`src/design/kdht_pkg.sv`:
```
// ---------------------------------------------------------------------------
// kdht_pkg: shared types and constants
// Hash constants, label tables, register indexes and the queue item type.
// ---------------------------------------------------------------------------
package kdht_pkg;

    localparam logic [63:0] FNV_OFFSET = 64'hcbf29ce484222325;
    localparam logic [63:0] FNV_PRIME  = 64'h00000100000001b3;
    localparam logic [63:0] SEED_TAG_A = 64'h9f8b7c6d5e4f3021;
    localparam logic [63:0] SEED_TAG_B = 64'h1023456789abcdef;
    localparam logic [63:0] SM_GAMMA   = 64'h9e3779b97f4a7c15;
    localparam logic [63:0] SM_MUL1    = 64'hbf58476d1ce4e5b9;
    localparam logic [63:0] SM_MUL2    = 64'h94d049bb133111eb;

    // Register indexes on the configuration channel
    localparam logic [2:0] REG_KEY_LOW    = 3'd0;
    localparam logic [2:0] REG_KEY_HIGH   = 3'd1;
    localparam logic [2:0] REG_NONCE_LOW  = 3'd2;
    localparam logic [2:0] REG_NONCE_HIGH = 3'd3;
    localparam logic [2:0] REG_TAG_A      = 3'd4;
    localparam logic [2:0] REG_TAG_B      = 3'd5;

    localparam int QUEUE_DEPTH = 2;

    typedef struct packed {
        logic [7:0] cipher_byte;
        logic       is_last;
    } t_item;

    typedef struct packed {
        logic [63:0] key_low;
        logic [63:0] key_high;
        logic [63:0] nonce_low;
        logic [63:0] nonce_high;
        logic [63:0] expected_tag_a;
        logic [63:0] expected_tag_b;
    } t_cfg;

    // One FNV-1a 64 byte step; the prime is 2^40 + 0x1b3
    function automatic logic [63:0] fnv_absorb(input logic [63:0] h, input logic [7:0] b);
        logic [63:0] x;
        x = h ^ {56'd0, b};
        return (x << 40) + (x * 64'h1b3);
    endfunction

    // Label bytes "auth-v1" / "auth-v2" (last byte picks the version)
    function automatic logic [7:0] label_auth(input logic [2:0] idx, input logic [7:0] ver);
        case (idx)
            3'd0:    return 8'h61;
            3'd1:    return 8'h75;
            3'd2:    return 8'h74;
            3'd3:    return 8'h68;
            3'd4:    return 8'h2d;
            3'd5:    return 8'h76;
            3'd6:    return ver;
            default: return 8'h00;
        endcase
    endfunction

endpackage

```
`src/design/kdht_front.sv`:
```
// ---------------------------------------------------------------------------
// kdht_front: input queue
// Accepts cipher bytes from the stream and holds them for the engine.
// ---------------------------------------------------------------------------
module kdht_front import kdht_pkg::*; #(
    parameter int DEPTH = QUEUE_DEPTH
) (
    input  logic  i_clk,
    input  logic  i_rst_n,
    input  logic  i_valid,
    output logic  o_ready,
    input  t_item i_item,
    output logic  o_avail,
    output t_item o_item,
    input  logic  i_pop
);
    localparam int PW = (DEPTH > 1) ? $clog2(DEPTH) : 1;
    localparam int CW = $clog2(DEPTH + 1);

    t_item          r_mem [DEPTH];
    logic [PW-1:0]  r_wr, r_rd;
    logic [CW-1:0]  r_cnt;
    logic           push;

    assign o_ready = (r_cnt != CW'(DEPTH));
    assign push    = i_valid && o_ready;
    assign o_avail = (r_cnt != '0);
    assign o_item  = r_mem[r_rd];

    // Store incoming bytes
    always_ff @(posedge i_clk) begin
        if (push) begin
            r_mem[r_wr] <= i_item;
        end
    end

    // Advance pointers and fill count
    always_ff @(posedge i_clk) begin
        if (!i_rst_n) begin
            r_wr  <= '0;
            r_rd  <= '0;
            r_cnt <= '0;
        end else begin
            if (push) begin
                r_wr <= (r_wr == PW'(DEPTH - 1)) ? '0 : r_wr + 1'b1;
            end
            if (i_pop) begin
                r_rd <= (r_rd == PW'(DEPTH - 1)) ? '0 : r_rd + 1'b1;
            end
            r_cnt <= r_cnt + CW'(push) - CW'(i_pop);
        end
    end
endmodule

```
`config.mk`:
```
export PLATFORM = sky130hd
export DESIGN_NAME = kdht_front
export DESIGN_NICKNAME = d
export VERILOG_FILES = /design/src/design/kdht_pkg.sv /design/src/design/kdht_front.sv
export SDC_FILE = /design/constraint.sdc
export NUM_CORES = 1
export LEC_CHECK = 0
export BUFFER_PORTS_ARGS = -buffer_cell sky130_fd_sc_hd__buf_4
export CAP_MARGIN = 20
export CORE_ASPECT_RATIO = 0.8
export CORE_MARGIN = 10
export CORE_UTILIZATION = 35
export DETAILED_ROUTE_END_ITERATION = 10
export PLACE_DENSITY = 0.6
export SYNTH_ARGS = -nofsm -noshare
export SYNTH_HDL_FRONTEND = slang
export SYNTH_SLANG_ARGS = --single-unit
```
`constraint.sdc`:
```
create_clock -name i_clk -period 1.57 [get_ports i_clk]
set_clock_uncertainty 0.05 [all_clocks]
set_input_delay 0.0785 -clock i_clk [delete_from_list [all_inputs] [get_ports i_clk]]
set_output_delay 0.0785 -clock i_clk [all_outputs]
set_load 0.005 [all_outputs]
```
==> run summary <==
Largest family of logic cells by synthesized area: multiplexers
Max_cap viols: 0
Reg2Reg Depth: 7
Worst-path clk slew: 120 ps
Final Setup Violations: 0
YS warnings: 0
Drt pass-1 iters: 2
Worst path slowest cell: dfxtp_2
CTS Buf Count: 3
Crit path launch: r_cnt[0]$_SDFF_PN0_
Buf+Inv Stages, Crit Path: 0
Post-Route WL: 1.668 mm
RePlAce Congestion: 0.6805
Global route overflow: 0
Horiz. Die Dim: 77.12 µm
Post-synth top area cell: edfxtp_1
Post-layout minimum cycle time: 1486 ps
Cell variety after synth: 22
Synth top area cells: edfxtp_1 (59%), mux2_2 (11%), dfxtp_1 (11%)
Critical register-to-register path startpoint: r_cnt[0]$_SDFF_PN0_
Residual DRC: 0
Post-CTS Setup Inserts: 0
CP Cell Sequence: nand2b_1 > nand2_1 > xnor2_1 > ha_2 > nand3b_1 > mux2i_1 > a211o_1
CP Max Fanout: 4
Mapped Area: 913.4 µm²
Die Y-Extent: 65.69 µm
Final Max Tran Viols: 0
Status: completed
Share of post-route cells with drive strength above 1: 47.37%
Synthesized flop and latch total: 23
I/O pin count: 24
Slew headroom: 80.09%
Clk pwr share: 20.0%
Post-Layout Cell Count: 131
CP Launch Type: register
Mapped Cells: 56
Worst EP required: 1720 ps
Clock sink count: 23
Post-Synth Simple-Gate Area: 8.082%
Drt wl/cell: 12.73 µm
Vias: 564
Seq/Total Area, Yosys: 70.14%
Placed cells: 117
Sw Ratio: 22.65%
Classification of the worst-slack hold path: in -> reg
Synth top area share: 59.18%
Critical path's top delay family: flip-flops
Worst slew pin tran: 294.6 ps
Critical path class: reg -> reg
Worst Setup EP: r_cnt[1]$_SDFF_PN0_
Post-synthesis mux area share: 12.19%
F_max: 0.6729 GHz
Vias in the first global route: 629
Area delta synth->final: 40.27%
CP endpoint kind: register
Reg power frac: 58.8%
Starting Density: 37.09%
Comb pwr share: 21.2%
Xor-xnor portion of the synthesized cell area: 1.918%
PwrDens: 1003 nW/µm²
Placed inst area: 1149 µm²
Hold Vio Cnt, Final: 0
Sw power: 291.2 µW
Antenna-violating nets left: 0
Crit path depth: 7
Fillers: 222
RSZ-0062 raised after global routing: false
Largest net degree at the start of global routing: 13
Layout Nets: 110
Core ar.: 2462 µm²
Syn Nets: 70
Pint: 994.4 µW
Die Footprint: 5066 µm²
Slowest Stage Delay on Critical Path: 370 ps
Leakage power: 0.5076 nW
Total negative setup slack: 0 ps
Post-Synth Adder-Cell Area: 1.370%
Max rail drop VDD: 0.7283 mV
Antenna diode count: 0
Initial DRC Count: 23
First-pass GRT wire length: 2.801 mm
CP arrival: 1640 ps
Syn Area/Cell: 16.31 µm²
Via density: 4.305
CTS Root Cell: clkbuf_4
Total GRT Usage: 6.967%
TritonCTS clock tree: built
Post-route cell area: 1281 µm²
Max clock buf depth: 2
Total area of sequential cells: 644.4 µm²
Synth Area in Compound Gates: 4.932%
Reg2Reg Capture Point: r_cnt[1]$_SDFF_PN0_
Period utilisation layout: 94.65%
Area of the multi-input gates: 262.8 µm²
Antenna violations before repair: 0
R2R setup slack: 80 ps
Skew-Pair Late Insertion Delay: 300 ps
Buffers on Ports: 23
H-Tree Depth: 1
Row count: 16
==> stage by stage <==
| step | worst slack, ps | total power [mW] | hold WS [ps] | utilization, % |
|---|---|---|---|---|
| after floorplan | 76.83 | 0.8823 | 127.4 | - |
| after global placement | 131.3 | 1.017 | 214.1 | 46.65 |
| after detailed placement | 67.21 | 1.025 | 216.4 | 46.65 |
| after CTS | 33.34 | 1.300 | 49.00 | 51.83 |
| after global routing | 1.585 | 1.363 | 32.64 | 52.03 |
| final | 83.93 | 1.286 | 59.96 | 52.03 |
==> state kept, by name, summed over array words and instances, names as in the netlist, named ones only <==
register and cells:
r_mem 18, r_wr 1, r_cnt 2, r_rd 1
==> worst register-to-register path, cell delays in order (launching register included) <==
cell,delay (ps)
dfxtp_2,370
nand2b_1,140
nand2_1,80
xnor2_1,150
ha_2,220
nand3b_1,100
mux2i_1,60
a211o_1,220
==> layout by cell type, fill, tap and decap left out, drive strengths merged <==
master,n
a211o,1
a211oi,1
a21bo,1
a21boi,2
and2,3
and3,1
buf,26
clkbuf,4
dfxtp,5
dlygate4sd3,10
edfxtp,18
ha,1
inv,2
mux2,9
mux2i,1
nand2,2
nand2b,1
nand3,1
nand3b,2
nor4b,1
or2,1
xnor2,1
xor2,1
==> cell families (layout without fill, tap and decap cells) <==
logic type,Yosys count,count (layout)
fa+ha+maj,1,1
simple gates,12,12
mux,10,10
buf+inv,3,42
compound gates,5,5
flops,23,23
xor+xnor,2,2
==> layout make-up <==
cell class	count	share of cell area, %
clock buffers	4	2.051
inverters	2	0.5859
multi-input cells	30	20.51
flip-flops and latches	23	50.29
well taps	36	3.516
repair buffers	36	23.05
==> power groups by stage <==
| stage | combinational [mW] | clock, mW | sequential (mW) |
|---|---|---|---|
| after floorplan | 0.129 | 0 | 0.753 |
| after global placement | 0.252 | 0 | 0.765 |
| after detailed placement | 0.257 | 0 | 0.768 |
| after CTS | 0.279 | 0.266 | 0.754 |
| after global routing | 0.304 | 0.294 | 0.765 |
| final | 0.273 | 0.257 | 0.756 |
==> cells in the mapped netlist (all sizes together) <==
library cell / number
edfxtp: 18
mux2: 9
dfxtp: 5
and2: 3
a21boi: 2
inv: 2
nand2: 2
nand3b: 2
a211o: 1
a211oi: 1
a21bo: 1
and3: 1
buf: 1
ha: 1
mux2i: 1
nand2b: 1
nand3: 1
nor4b: 1
or2: 1
xnor2: 1
xor2: 1
==> per-layer routing <==
metal	part of all wire [%]	vias to the layer above	track usage [%]
met4	0.48	0	1.364
met2	50	11	12.08
li1	-	287	-
met5	0	-	0
met3	4.6	2	3.940
met1	45	264	7.381
==> how the worst min path moves through the flow <==
stage | start | to | slack [ps] | depth (start not counted)
floorplan | i_item[0] | r_mem[0][0]$_DFFE_PP_ | 130 | 0
global placement | i_item[7] | r_mem[0][7]$_DFFE_PP_ | 210 | 1
detailed placement | i_item[2] | r_mem[1][2]$_DFFE_PP_ | 220 | 1
CTS | i_valid | r_wr$_SDFFE_PN0P_ | 50 | 3
global route | i_valid | r_wr$_SDFFE_PN0P_ | 30 | 3
finish | i_valid | r_wr$_SDFFE_PN0P_ | 60 | 3
==> repair_timing <==
item / in CTS / in global routing
hold buffers: 10 / 0
pin swaps: 0 / 1
hold endpoints to repair: 21 / 0
setup endpoints to repair: 8 / 1
cloned: 0 / 0
resized for setup: 1 / 3
No activity file was read; power rests on OpenSTA's default activity.
